===== config.mk =====
export PLATFORM = sky130hd
export DESIGN_NAME = periodic_keepalive_scheduler
export DESIGN_NICKNAME = d
export VERILOG_FILES = /design/src/pks_pkg.sv /design/src/pks_cell.sv /design/src/periodic_keepalive_scheduler.sv
export VERILOG_INCLUDE_DIRS = /design/src /design/src/src
export SDC_FILE = /design/constraint.sdc
export NUM_CORES = 1
export LEC_CHECK = 0
export ABC_CLOCK_PERIOD_IN_PS = 11600
export BUFFER_PORTS_ARGS = -buffer_cell sky130_fd_sc_hd__clkbuf_2
export CAP_MARGIN = 20
export CORE_UTILIZATION = 55
export DETAILED_ROUTE_END_ITERATION = 12
export PLACE_DENSITY = 0.76
export SLEW_MARGIN = 10
export SYNTH_ARGS = -nofsm -noshare
export SYNTH_HDL_FRONTEND = slang
export SYNTH_SLANG_ARGS = --single-unit

===== constraint.sdc =====
create_clock -name clk -period 11.6 [get_ports clk]
set_input_delay 0.58 -clock clk [delete_from_list [all_inputs] [get_ports clk]]
set_output_delay 0.58 -clock clk [all_outputs]
set_load 0.005 [all_outputs]

===== src/periodic_keepalive_scheduler_macros.svh =====
// assertion macros for the keepalive scheduler
`ifndef PERIODIC_KEEPALIVE_SCHEDULER_MACROS_SVH
`define PERIODIC_KEEPALIVE_SCHEDULER_MACROS_SVH

// property checked at every clock edge outside reset
`define PKS_ASSERT(label, prop, msg) \
	label: assert property (@(posedge clk) disable iff (!arst_n) (prop)) else $error(msg);

// condition implies another in the next cycle
`define PKS_ASSERT_NEXT(label, cond, nxt, msg) \
	label: assert property (@(posedge clk) disable iff (!arst_n) (cond) |=> (nxt)) \
		else $error(msg);

`endif


===== src/pks_pkg.sv =====
// shared types and constants of the keepalive scheduler
package pks_pkg;

	localparam int SLOTS = 8;
	localparam int BUS_COUNT = 4;

	localparam int BUS_W = (BUS_COUNT > 1) ? $clog2(BUS_COUNT) : 1;
	localparam int CNT_W = $clog2(SLOTS + 1);
	localparam int STEP_W = (SLOTS > 1) ? $clog2(SLOTS) : 1;
	localparam int NEXT_CELL = (SLOTS > 1) ? 1 : 0;

	localparam int MASK_W = 4;
	localparam int ID_W = 12;
	localparam int IVL_W = 16;
	localparam int FBUS_W = 3;
	localparam int ST_W = 3;

	localparam logic [ID_W-1:0] ECU_LIMIT = 12'hfff;
	localparam logic [7:0] PCI_SINGLE_LEN2 = 8'h02;
	localparam logic [7:0] SVC_TESTER_PRESENT = 8'h3e;

	localparam logic [1:0] REQ_TICK = 2'd0;
	localparam logic [1:0] REQ_START = 2'd1;
	localparam logic [1:0] REQ_STOP = 2'd2;
	localparam logic [1:0] REQ_STOP_ALL = 2'd3;

	localparam logic [ST_W-1:0] ST_OK = 3'd0;
	localparam logic [ST_W-1:0] ST_BADARG = 3'd1;
	localparam logic [ST_W-1:0] ST_INACTIVE = 3'd2;
	localparam logic [ST_W-1:0] ST_DUP = 3'd3;
	localparam logic [ST_W-1:0] ST_NOTFOUND = 3'd4;
	localparam logic [ST_W-1:0] ST_EMPTY = 3'd5;
	localparam logic [ST_W-1:0] ST_FULL = 3'd6;

	typedef struct packed {
		logic [BUS_W-1:0] bus;
		logic [ID_W-1:0] id;
		logic [IVL_W-1:0] interval;
		logic [IVL_W-1:0] phase;
	} entry_t;

endpackage


===== src/pks_cell.sv =====
// one table slot of the sender ring, loaded from its neighbor on each shift
module pks_cell import pks_pkg::*; (
	input logic clk,
	input logic shift,
	input entry_t din,
	output entry_t dout
);

	entry_t ent_q;

	always_ff @(posedge clk) begin
		if (shift) begin
			ent_q <= din;
		end
	end

	assign dout = ent_q;

endmodule


===== src/periodic_keepalive_scheduler.sv =====
// keepalive scheduler top level: sender ring, request sequencer and output register
// ticks and starts or stops that pass the argument checks are accepted, then rotate the ring
// once in full past its head cell, then issue the final result; stop all and rejected
// arguments go straight from acceptance to the final result
// a held output register stalls the rotation at each further frame and holds the final step
// reset clears the entry count, sequencer and output valid; slots are read below the count only
`include "periodic_keepalive_scheduler_macros.svh"
module periodic_keepalive_scheduler import pks_pkg::*; (
	input logic clk,
	input logic arst_n,
	input logic cfg_wr_en,
	input logic [MASK_W-1:0] cfg_wr_data,
	input logic s_axis_tvalid,
	output logic s_axis_tready,
	input logic [31:0] s_axis_tdata, // bus[3:0], ecu[15:4], interval[31:16]
	input logic [1:0] s_axis_tuser, // req_type[1:0]
	output logic m_axis_tvalid,
	input logic m_axis_tready,
	// status[2:0], frame_valid[3], frame_bus[6:4], frame_id[18:7],
	// pci_byte[26:19], service_byte[34:27], zero pad[39:35]
	output logic [39:0] m_axis_tdata,
	output logic m_axis_tlast
);

	localparam logic [1:0] ST_IDLE = 2'd0;
	localparam logic [1:0] ST_RUN = 2'd1;
	localparam logic [1:0] ST_FIN = 2'd2;

	logic [1:0] state_q;
	logic [MASK_W-1:0] mask_q;
	logic [CNT_W-1:0] count_q;
	logic [STEP_W-1:0] step_q;
	logic [1:0] req_q;
	logic [3:0] bus_q;
	logic [ID_W-1:0] ecu_q;
	logic [IVL_W-1:0] ivl_q;
	logic pre_bad_q;
	logic [ST_W-1:0] pre_st_q;
	logic dup_q;
	logic found_q;
	logic pend_vld_q;
	logic [BUS_W-1:0] pend_bus_q;
	logic [ID_W-1:0] pend_id_q;

	logic m_tvalid_q;
	logic [39:0] m_tdata_q;
	logic m_tlast_q;

	entry_t cell_out [SLOTS];
	entry_t feed;
	entry_t head;
	entry_t nxt;
	logic shift;

	// ring: cell i loads from cell i+1, the tail loads the processed head, or its successor once a stop has matched
	genvar gi;
	generate
		for (gi = 0; gi < SLOTS; gi++) begin : g_cell
			entry_t cin;
			if (gi == SLOTS - 1) begin : g_tail
				assign cin = feed;
			end else begin : g_mid
				assign cin = cell_out[gi+1];
			end
			pks_cell u_cell (
				.clk (clk),
				.shift (shift),
				.din (cin),
				.dout (cell_out[gi])
			);
		end
	endgenerate

	assign head = cell_out[0];
	assign nxt = cell_out[NEXT_CELL];

	// input decode
	logic [1:0] in_req;
	logic [3:0] in_bus;
	logic [ID_W-1:0] in_ecu;
	logic [IVL_W-1:0] in_ivl;
	logic [3:0] in_bus_m1;
	logic bus_ok;
	logic ecu_ok;
	logic bus_inactive;
	logic in_bad;
	logic [ST_W-1:0] in_st;

	assign in_req = s_axis_tuser;
	assign in_bus = s_axis_tdata[3:0];
	assign in_ecu = s_axis_tdata[15:4];
	assign in_ivl = s_axis_tdata[31:16];
	assign in_bus_m1 = in_bus - 4'd1;
	assign bus_ok = (in_bus != 4'd0) && (in_bus <= 4'(BUS_COUNT));
	assign ecu_ok = (in_ecu != '0) && (in_ecu != ECU_LIMIT);
	assign bus_inactive = (in_bus > 4'd4) || !mask_q[in_bus_m1[1:0]];

	always_comb begin
		in_bad = 1'b0;
		in_st = ST_OK;
		if (in_req == REQ_START) begin
			if (!bus_ok || !ecu_ok || (in_ivl == '0)) begin
				in_bad = 1'b1;
				in_st = ST_BADARG;
			end else if (bus_inactive) begin
				in_bad = 1'b1;
				in_st = ST_INACTIVE;
			end
		end else if (in_req == REQ_STOP) begin
			if (!bus_ok || !ecu_ok) begin
				in_bad = 1'b1;
				in_st = ST_BADARG;
			end
		end
	end

	// head cell processing
	logic [3:0] key_bus_m1;
	logic act;
	logic key_hit;
	logic [IVL_W:0] phase_inc;
	logic fire;
	logic emit_run;
	logic out_free;
	logic adv;

	assign key_bus_m1 = bus_q - 4'd1;
	assign act = CNT_W'(step_q) < count_q;
	assign key_hit = act && (head.bus == key_bus_m1[BUS_W-1:0]) && (head.id == ecu_q);
	assign phase_inc = {1'b0, head.phase} + {{IVL_W{1'b0}}, 1'b1};
	assign fire = act && (phase_inc >= {1'b0, head.interval});
	assign out_free = !m_tvalid_q || m_axis_tready;
	assign emit_run = (req_q == REQ_TICK) && fire && pend_vld_q;
	assign adv = !emit_run || out_free;
	assign shift = (state_q == ST_RUN) && adv;

	always_comb begin
		feed = head;
		case (req_q)
			REQ_TICK: begin
				if (act) begin
					feed.phase = fire ? '0 : phase_inc[IVL_W-1:0];
				end
			end
			REQ_START: begin
				if ((CNT_W'(step_q) == count_q) && !dup_q) begin
					feed.bus = key_bus_m1[BUS_W-1:0];
					feed.id = ecu_q;
					feed.interval = ivl_q;
					feed.phase = '0;
				end
			end
			REQ_STOP: begin
				// once the match has passed, each slot takes its successor
				if (key_hit || found_q) begin
					feed = nxt;
				end
			end
			default: begin
				feed = head;
			end
		endcase
	end

	// final result of an item
	logic [ST_W-1:0] fin_st;
	logic fin_frame;
	logic [CNT_W-1:0] fin_count;

	always_comb begin
		fin_st = ST_OK;
		fin_frame = 1'b0;
		fin_count = count_q;
		if (pre_bad_q) begin
			fin_st = pre_st_q;
		end else begin
			case (req_q)
				REQ_TICK: begin
					fin_frame = pend_vld_q;
				end
				REQ_START: begin
					if (dup_q) begin
						fin_st = ST_DUP;
					end else if (count_q == CNT_W'(SLOTS)) begin
						fin_st = ST_FULL;
					end else begin
						fin_count = count_q + CNT_W'(1);
					end
				end
				REQ_STOP: begin
					if (found_q) begin
						fin_count = count_q - CNT_W'(1);
					end else begin
						fin_st = ST_NOTFOUND;
					end
				end
				REQ_STOP_ALL: begin
					if (count_q == '0) begin
						fin_st = ST_EMPTY;
					end else begin
						fin_count = '0;
					end
				end
				default: begin
					fin_st = ST_OK;
				end
			endcase
		end
	end

	// result mux toward the output register
	logic emit;
	logic [ST_W-1:0] res_st;
	logic res_frame;
	logic res_last;
	logic [FBUS_W-1:0] res_bus;
	logic [39:0] res_data;

	always_comb begin
		emit = 1'b0;
		res_st = ST_OK;
		res_frame = 1'b0;
		res_last = 1'b0;
		if (state_q == ST_RUN) begin
			emit = emit_run;
			res_frame = 1'b1;
		end else if (state_q == ST_FIN) begin
			emit = 1'b1;
			res_st = fin_st;
			res_frame = fin_frame;
			res_last = 1'b1;
		end
		res_bus = res_frame ? (FBUS_W'(pend_bus_q) + FBUS_W'(1)) : '0;
		res_data = {5'd0,
			res_frame ? SVC_TESTER_PRESENT : 8'd0,
			res_frame ? PCI_SINGLE_LEN2 : 8'd0,
			res_frame ? pend_id_q : {ID_W{1'b0}},
			res_bus,
			res_frame,
			res_st};
	end

	always_ff @(posedge clk or negedge arst_n) begin
		if (!arst_n) begin
			mask_q <= '0;
		end else if (cfg_wr_en) begin
			mask_q <= cfg_wr_data;
		end
	end

	// request sequencer
	always_ff @(posedge clk or negedge arst_n) begin
		if (!arst_n) begin
			state_q <= ST_IDLE;
			count_q <= '0;
			step_q <= '0;
			pre_bad_q <= 1'b0;
			dup_q <= 1'b0;
			found_q <= 1'b0;
			pend_vld_q <= 1'b0;
		end else begin
			case (state_q)
				ST_IDLE: begin
					if (s_axis_tvalid) begin
						pre_bad_q <= in_bad;
						dup_q <= 1'b0;
						found_q <= 1'b0;
						pend_vld_q <= 1'b0;
						step_q <= '0;
						if (in_bad || (in_req == REQ_STOP_ALL)) begin
							state_q <= ST_FIN;
						end else begin
							state_q <= ST_RUN;
						end
					end
				end
				ST_RUN: begin
					if (adv) begin
						dup_q <= dup_q | key_hit;
						found_q <= found_q | key_hit;
						if ((req_q == REQ_TICK) && fire) begin
							pend_vld_q <= 1'b1;
						end
						if (step_q == STEP_W'(SLOTS - 1)) begin
							step_q <= '0;
							state_q <= ST_FIN;
						end else begin
							step_q <= step_q + STEP_W'(1);
						end
					end
				end
				ST_FIN: begin
					if (out_free) begin
						count_q <= fin_count;
						state_q <= ST_IDLE;
					end
				end
				default: begin
					state_q <= ST_IDLE;
				end
			endcase
		end
	end

	// request arguments and the frame waiting for its last flag
	always_ff @(posedge clk) begin
		if (state_q == ST_IDLE && s_axis_tvalid) begin
			req_q <= in_req;
			bus_q <= in_bus;
			ecu_q <= in_ecu;
			ivl_q <= in_ivl;
			pre_st_q <= in_st;
		end
		if (shift && (req_q == REQ_TICK) && fire) begin
			pend_bus_q <= head.bus;
			pend_id_q <= head.id;
		end
	end

	// output register
	always_ff @(posedge clk or negedge arst_n) begin
		if (!arst_n) begin
			m_tvalid_q <= 1'b0;
		end else if (out_free) begin
			m_tvalid_q <= emit;
		end
	end

	always_ff @(posedge clk) begin
		if (emit && out_free) begin
			m_tdata_q <= res_data;
			m_tlast_q <= res_last;
		end
	end

	assign s_axis_tready = (state_q == ST_IDLE);
	assign m_axis_tvalid = m_tvalid_q;
	assign m_axis_tdata = m_tdata_q;
	assign m_axis_tlast = m_tlast_q;

	`PKS_ASSERT(a_count_range, count_q <= CNT_W'(SLOTS), "entry count above slot count")
	`PKS_ASSERT_NEXT(a_accept_leaves_idle, s_axis_tvalid && s_axis_tready,
		state_q != ST_IDLE, "sequencer stayed idle after an accepted transaction")
	`PKS_ASSERT_NEXT(a_fin_returns, state_q == ST_FIN && out_free,
		state_q == ST_IDLE && m_axis_tvalid && m_axis_tlast,
		"final result not issued with last")
	`PKS_ASSERT(a_frame_ok_status, !(m_axis_tvalid && m_axis_tdata[3]) || m_axis_tdata[2:0] == ST_OK,
		"frame result carries a non-ok status")
	`PKS_ASSERT(a_run_starts_at_head,
		!(state_q == ST_RUN && $past(state_q) == ST_IDLE) || step_q == '0,
		"ring walk did not start at the head slot")

endmodule

* Yosys cells after proc, flatten, opt, wreduce, memory -nomap -nowiden
Index checks and enable logic that the tools add are counted.
Operators by class: $add $sub $neg 7, magnitude comparators 5, equal/unequal tests 23, muxes and demuxes 55, bitwise logic cells 4, reductions and logical operators 40
Operator list (count):
- 2-to-1 mux 46 bit | 2
- one-hot mux 30 bit (2 select lines) | 1
- one-hot mux 16 bit (3 select lines) | 1
- 2-to-1 mux 16 bit | 2
- 2-to-1 mux 3 bit | 9
- 2-to-1 mux 1 bit | 19
- adder 16 x 1 -> 17 bit, second input constant | 1
- greater-or-equal comparator 17 x 16 -> 1 bit | 1
- zero test 16 bit | 1
- 2-to-1 mux 2 bit | 8
- 2-to-1 mux 4 bit | 4
- != test 2 bit, second input constant | 7
- logical AND 1 bit | 13
- equality test 12 bit | 1
- != test 12 bit, second input constant | 1
- one-hot mux 4 bit (3 select lines) | 1
- nonzero test 12 bit | 1
- equality test 2 bit, second input constant | 5
- one-hot mux 3 bit (3 select lines) | 1
- AND reduction 4 bit | 2
- AND reduction 8 bit | 1
- logical OR 1 bit | 7
- equality test 2 x 1 -> 1 bit, second input constant | 3
- zero test 1 bit | 6
- other kinds (29) | 36
Word-level totals: flip-flop bits (word level) 471, bits of input ports 43, logic and storage cells 186

* Logic depth before layout (Yosys ltp)
depth after elaboration 12, depth in mapped cells 15, gate-level depth less buffers 12

* By module
From an unflattened synthesis, not the netlist that was laid out.
Unflattened totals: cells, all modules 944, area, all modules 16789.9 sq um
By module, submodules not included:
- pks_cell | instances 8, cells each 46, area an instance 1381.3 sq um, sequential area each 1381.3 sq um
- periodic_keepalive_scheduler | instances 1, cells each 576, area an instance 5739.3 sq um, sequential area each 2492.4 sq um

* Worst setup path before layout
No wires, ideal clock.
path kind register to register, start point register g_cell[0].u_cell.ent_q, in the netlist g_cell[0].u_cell.dout[0], end point register state_q[1], arrival 12.446 ns, setup slack -0.956 ns, stages on the path, launching flop included 13, path buffers 0, period minus slack after synthesis 12.556 ns, cells stage by stage edfxtp_1 > ha_1 > nand3_2 > nor3_1 > and3_1 > xor2_1 > ha_1 > a21o_1 > a21oi_1 > o21a_1 > a211oi_1 > a211oi_4 > a221o_1
On the way: longest elaborated chain between the ends 9
RTL lines:
- start: declaration | line pks_cell.sv:9 | entry_t ent_q;
- start signal: assignment | line pks_cell.sv:13 | ent_q <= din;
- adder 16 x 1 -> 17 bit | line periodic_keepalive_scheduler.sv:130 | assign phase_inc = {1'b0, head.phase} + {{IVL_W{1'b0}}, 1'b1};
- greater-or-equal comparator 17 x 16 -> 1 bit | line periodic_keepalive_scheduler.sv:131 | assign fire = act && (phase_inc >= {1'b0, head.interval});
- logical AND 1 bit | line periodic_keepalive_scheduler.sv:131
- logical AND 1 bit (2 in series) | line periodic_keepalive_scheduler.sv:133 | assign emit_run = (req_q == REQ_TICK) && fire && pend_vld_q;
- zero test 1 bit | line periodic_keepalive_scheduler.sv:134 | assign adv = !emit_run || out_free;
- logical OR 1 bit | line periodic_keepalive_scheduler.sv:134
- != test 2 bit (no source line)
- AND reduction 4 bit (no source line)
- end signal: assignment | line periodic_keepalive_scheduler.sv:254 | state_q <= ST_IDLE;
- end signal: assignment | line periodic_keepalive_scheduler.sv:271 | state_q <= ST_FIN;
- end signal: assignment | line periodic_keepalive_scheduler.sv:273 | state_q <= ST_RUN;
- end: declaration | line periodic_keepalive_scheduler.sv:29 | logic [1:0] state_q;
Every way passes these cells. A chain may end at the register's enable or synchronous reset.

* Worst setup path after layout
start point register g_cell[0].u_cell.ent_q, in the netlist g_cell[0].u_cell.dout[0], end point register g_cell[4].u_cell.ent_q, in the netlist g_cell[4].u_cell.dout[19], enable pin
On the way: longest elaborated chain between the ends 8
RTL lines:
- adder 16 x 1 -> 17 bit | line periodic_keepalive_scheduler.sv:130
- greater-or-equal comparator 17 x 16 -> 1 bit | line periodic_keepalive_scheduler.sv:131
- logical AND 1 bit | line periodic_keepalive_scheduler.sv:131
- logical AND 1 bit (2 in series) | line periodic_keepalive_scheduler.sv:133
- zero test 1 bit | line periodic_keepalive_scheduler.sv:134
- logical OR 1 bit | line periodic_keepalive_scheduler.sv:134
- logical AND 1 bit | line periodic_keepalive_scheduler.sv:135 | assign shift = (state_q == ST_RUN) && adv;
- named net g_cell[0].u_cell.shift | line pks_cell.sv:4 | input logic shift,
- end signal: assignment | line pks_cell.sv:13
- end: declaration | line pks_cell.sv:9
The timed path passes the listed nets, and every way through them passes these cells.

==> results by stage <==
Timing:
- The final hold violation count is 0.
- Setup repair after global routing left no endpoint under its margin.
- In the finished design, the share of the clock period the worst path needs comes to 44.9%.
- The headroom to the max-slew limit is 29.2%.
- Hold timing on the final database bottoms out at a slack of 0.00413 ns.
- Across the routed clock network, the largest skew measured is 0.0207 ns.
- The maximum clock rate is 192 MHz.
- The final count of negative-setup-slack endpoints is 0.
- The slew at the pin closest to its max-slew limit is 1.03 ns.
- The number of pins exceeding their max-slew limit in the final report came to 0.
- The minimum clock period is 5.21 ns.

Setup path:
- The critical path goes through and3_4 -> and4_1 -> nand4_1 -> xnor2_1 -> ha_1 -> nand3_1 -> or2_4 -> nor3_2 -> a21o_1 -> a211oi_4 -> buf_4 -> buf_16 -> buf_4.
- The origin of the critical flop-to-flop path is g_cell[0].u_cell.dout[0]$_DFFE_PP_.
- The largest individual stage delay along the critical path comes from the cell sky130_fd_sc_hd__buf_4.
- The number of buffers and inverters on the critical path is 3.
- The setup path with the least slack is of type reg -> reg.
- The worst-path maximum fanout is 86.
- In this run the register-to-register setup slack is 6.39 ns.
- STA classifies the critical path startpoint as a flip-flop.
- The number of cell instances on the worst register-to-register path is 13.
- The delay contributed by the slowest stage of the critical path is 0.85 ns.
- The category of the worst setup path capture point is a flip-flop.
- The worst reg2reg path endpoint is g_cell[4].u_cell.dout[19]$_DFFE_PP_.
- The data arrival time of the worst path is 5.36 ns.
- The critical path's top delay family is buffers and inverters.
- In this run the worst setup path begins at g_cell[0].u_cell.dout[0]$_DFFE_PP_.
- The required time of the worst setup path is 11.75 ns.
- The most numerous cell type found on the critical path is sky130_fd_sc_hd__buf_4.

Layout:
- With fillers left out, the area of the finished cells amounts to 19,100 sq um.
- Of the cells placed in the final design, the portion with a size suffix greater than 1 is 15.7%.
- At the end of the flow, the number of nets in the layout was 1,110.
- The final-layout fill cell count is 2,081.
- The sequential cells in the finished layout cover a total of 13,500 sq um.
- The multi-input combinational cell area is 3080 sq um.
- For this run, the share of the core covered by cells in the final layout is 63.7%.
- From synthesis to final layout, the design area changed by 12.7%.
- Excluding fillers, the count of instances in the completed layout stands at 1,458.

Floorplan:
- For this configuration, the core starts out at a cell density of 56.5%.
- The area inside the core boundary is 30,000 sq um.
- The die is 177 microns tall.
- The die covers 31,500 sq um.
- For this design the top-level I/O count stands at 86.
- The width of the chip is 177 microns.
- Row generation in the floorplan step produced 63 rows.

Clock network:
- The clock insertion delay at the later pin of the skew report is 0.54 ns.
- The clock transition time at the flip-flop clock pins of the worst setup and hold paths is 0.06 ns.
- CTS built an H-tree with a depth of 2.
- The TritonCTS clock tree is built.
- Gates resized during post-CTS repair numbered 0.
- The number of hold buffers added after cts is 0.
- The maximum root-to-sink buffer count is 3.
- Post-CTS timing repair inserted 0 buffers for setup.
- In this run the clock root is driven by a sky130_fd_sc_hd__clkbuf_16.
- Clock tree synthesis found a total of 454 sinks.
- TritonCTS created 44 clock buffers.

Global route:
- The global-route wire length before repair is 45,300 microns.
- The initial antenna violation count is 2.
- The via count of the first global-routing pass came to 8,122.
- The all-layer global routing usage is 19.1%.
- Summed over all layers, the global routing overflow is 0.
- Entering global routing, the biggest net connects 187 pins.

Synth:
- The post-synthesis cell type count is 71.
- The Yosys step of the flow raised 0 warnings.
- The count of mapped cells out of synthesis is 941.
- The portion of the post-synthesis area used by sequential elements is 80.0%.
- In this run the cell area of the synthesized design comes to 16,900 sq um.
- For this run, asynchronously set or reset flops after synthesis account for 3.96%.
- The count of state elements after synthesis is 454.
- The flip-flop cell with the highest count after synthesis is sky130_fd_sc_hd__edfxtp_1.
- The count of flip-flops with a built-in enable after synthesis is 436.
- The average cell area after synthesis is 18.0 sq um.

Route:
- For this block, the initial DRC count from the detailed router was 727.
- The total DRC errors in the routed layout is 0.
- The number of vias in the routed layout is 8,401.
- The routed design has 29,000 microns of wire.
- In this run the remaining antenna-violating nets after routing total 0.
- The count of TritonRoute iterations in the first routing pass is 5.
- After detailed routing, the average wire length per cell comes to 19.9 microns.
- Using the TritonRoute via totals, the vias-per-cell ratio works out to 5.76.

Run status:
- The flow ran to the end, and the final reports show no timing, DRC or antenna violations.

Power:
- For this design the static power due to leakage is 6.71 nW.
- Power spread over the standard cell area amounts to 252 nW/um^2.
- The maximum vdd ir drop is 0.188 mV.
- After layout, the design draws a total of 4.81 mW.

Place:
- The cell area after placement is 17,700 sq um.
- The count of placed standard cells including taps is 1,377.
- After legalization and detailed placement, the total HPWL measured 18,300 microns.
- The number of buffer cells added on primary ports is 70.
- The congestion estimate from routability-driven global placement came to 0.852.

Flow run:
- Max-cap violations in this run came to 0.

Worst hold path:
- The classification of the worst-slack hold path is in -> async.
## report_power, final
group / switching, mW / internal, mW / total (mW)
clock: 0.576 / 0.745 / 1.32
combinational: 0.537 / 0.241 / 0.778
sequential: 0.203 / 2.51 / 2.72
## per-layer routing
layer / track usage [%] / up-vias / share of wire, %
met2: 28.3 / 310 / 46
met3: 3.26 / 51 / 6.4
li1: - / 3837 / -
met4: 5.91 / 0 / 2.3
met1: 29.0 / 4203 / 45
met5: 0 / - / 0
## kinds of logic (layout without fill, tap and decap cells)
| logic type | Yosys count | count (layout) | synth area share, % |
|---|---|---|---|
| flip-flops | 454 | 454 | 80.0 |
| AND/OR/NAND/NOR | 211 | 211 | 6.98 |
| AO/OA/AOI/OAI | 124 | 124 | 6.04 |
| buffers and inverters | 83 | 194 | 2.49 |
| adder cells (fa/ha/maj) | 32 | 32 | 2.41 |
| XOR/XNOR | 28 | 28 | 1.45 |
| multiplexers | 8 | 8 | 0.584 |
| other | 1 | 17 | 0.0222 |
## cell usage after synthesis, drive strengths merged, types with 13 or more instances
master	number	area, sq um
clkbuf	16	60.1
and3	13	81.3
edfxtp	436	13100
dfrtp	18	450
a221o	35	350
xor2	16	140
o21ai	17	85.1
ha	31	388
inv	36	135
buf	31	226
and2	37	231
nor2	16	60.1
nand2	54	205
nand3	22	115
nand4	19	119
## worst max path at each step
stage	endpoint	depth (start not counted)	slack, ns
after floorplan	state_q[1]$_DFFE_PN0P_	12	-0.82
after global placement	g_cell[1].u_cell.dout[11]$_DFFE_PP_	13	6.22
after detailed placement	g_cell[2].u_cell.dout[9]$_DFFE_PP_	13	6.09
after CTS	g_cell[2].u_cell.dout[21]$_DFFE_PP_	13	6.09
after global routing	g_cell[2].u_cell.dout[21]$_DFFE_PP_	13	6.01
final	g_cell[4].u_cell.dout[19]$_DFFE_PP_	13	6.39
## cell type report
cell class / count / share of cell area (%)
Timing Repair Buffer: 81 / 2.46
Clock buffer: 51 / 5.91
Antenna cell: 2 / 0.0262
Tap cell: 390 / 2.56
Sequential cell: 454 / 71.0
Clock inverter: 26 / 1.14
Multi-Input combinational cell: 418 / 16.2
Inverter: 36 / 0.709
## sequential cells by signal (all words and copies together), names as in the netlist
signal,count
pend_bus_q,2
step_q,3
req_q,2
ecu_q,12
pre_bad_q,1
pend_vld_q,1
g_cell.u_cell.dout,368
m_axis_tlast,1
state_q,2
mask_q,4
ivl_q,16
m_axis_tdata,19
found_q,1
pre_st_q,2
bus_q,2
dup_q,1
m_axis_tvalid,1
count_q,4
pend_id_q,12
## through the flow
stage	worst slack (ns)	setup TNS (ns)
5_1_grt	6.01	0
3_5_place_dp	6.09	0
3_3_place_gp	6.22	0
2_1_floorplan	-0.820	-130.93
4_1_cts	6.09	0
6_report	6.39	0
## placed cells by master (no fill, tap or decap), types with 5 or more instances in the layout
cell type,synthesis,layout
sky130_fd_sc_hd__o2111ai_1,6,6
sky130_fd_sc_hd__nor4_1,10,10
sky130_fd_sc_hd__nand3_1,21,21
sky130_fd_sc_hd__a21boi_0,8,8
sky130_fd_sc_hd__inv_1,36,36
sky130_fd_sc_hd__buf_4,21,8
sky130_fd_sc_hd__nand4_1,19,19
sky130_fd_sc_hd__ha_1,31,30
sky130_fd_sc_hd__xor2_1,16,16
sky130_fd_sc_hd__a21o_1,8,8
sky130_fd_sc_hd__conb_1,1,15
sky130_fd_sc_hd__nor2_1,16,16
sky130_fd_sc_hd__o21ai_0,15,14
sky130_fd_sc_hd__and3_1,13,10
sky130_fd_sc_hd__clkbuf_2,0,70
sky130_fd_sc_hd__clkbuf_1,16,7
sky130_fd_sc_hd__nand2_1,53,53
sky130_fd_sc_hd__clkbuf_16,0,44
sky130_fd_sc_hd__a21oi_1,12,12
sky130_fd_sc_hd__edfxtp_1,436,436
sky130_fd_sc_hd__nand2b_1,7,7
sky130_fd_sc_hd__nor2b_1,5,5
sky130_fd_sc_hd__clkinv_1,0,11
sky130_fd_sc_hd__xnor2_1,12,12
sky130_fd_sc_hd__a221o_1,35,35
sky130_fd_sc_hd__nor3_1,8,6
sky130_fd_sc_hd__dfrtp_1,18,18
sky130_fd_sc_hd__and2_1,37,37
## worst reg2reg max path, stage by stage (launching register included)
cell,delay (ns)
sky130_fd_sc_hd__edfxtp_1,0.50
sky130_fd_sc_hd__and3_4,0.26
sky130_fd_sc_hd__and4_1,0.45
sky130_fd_sc_hd__nand4_1,0.18
sky130_fd_sc_hd__xnor2_1,0.23
sky130_fd_sc_hd__ha_1,0.27
sky130_fd_sc_hd__nand3_1,0.14
sky130_fd_sc_hd__or2_4,0.17
sky130_fd_sc_hd__nor3_2,0.06
sky130_fd_sc_hd__a21o_1,0.24
sky130_fd_sc_hd__a211oi_4,0.69
sky130_fd_sc_hd__buf_4,0.42
sky130_fd_sc_hd__buf_16,0.34
sky130_fd_sc_hd__buf_4,0.85
No activity file was read; power rests on OpenSTA's default activity.
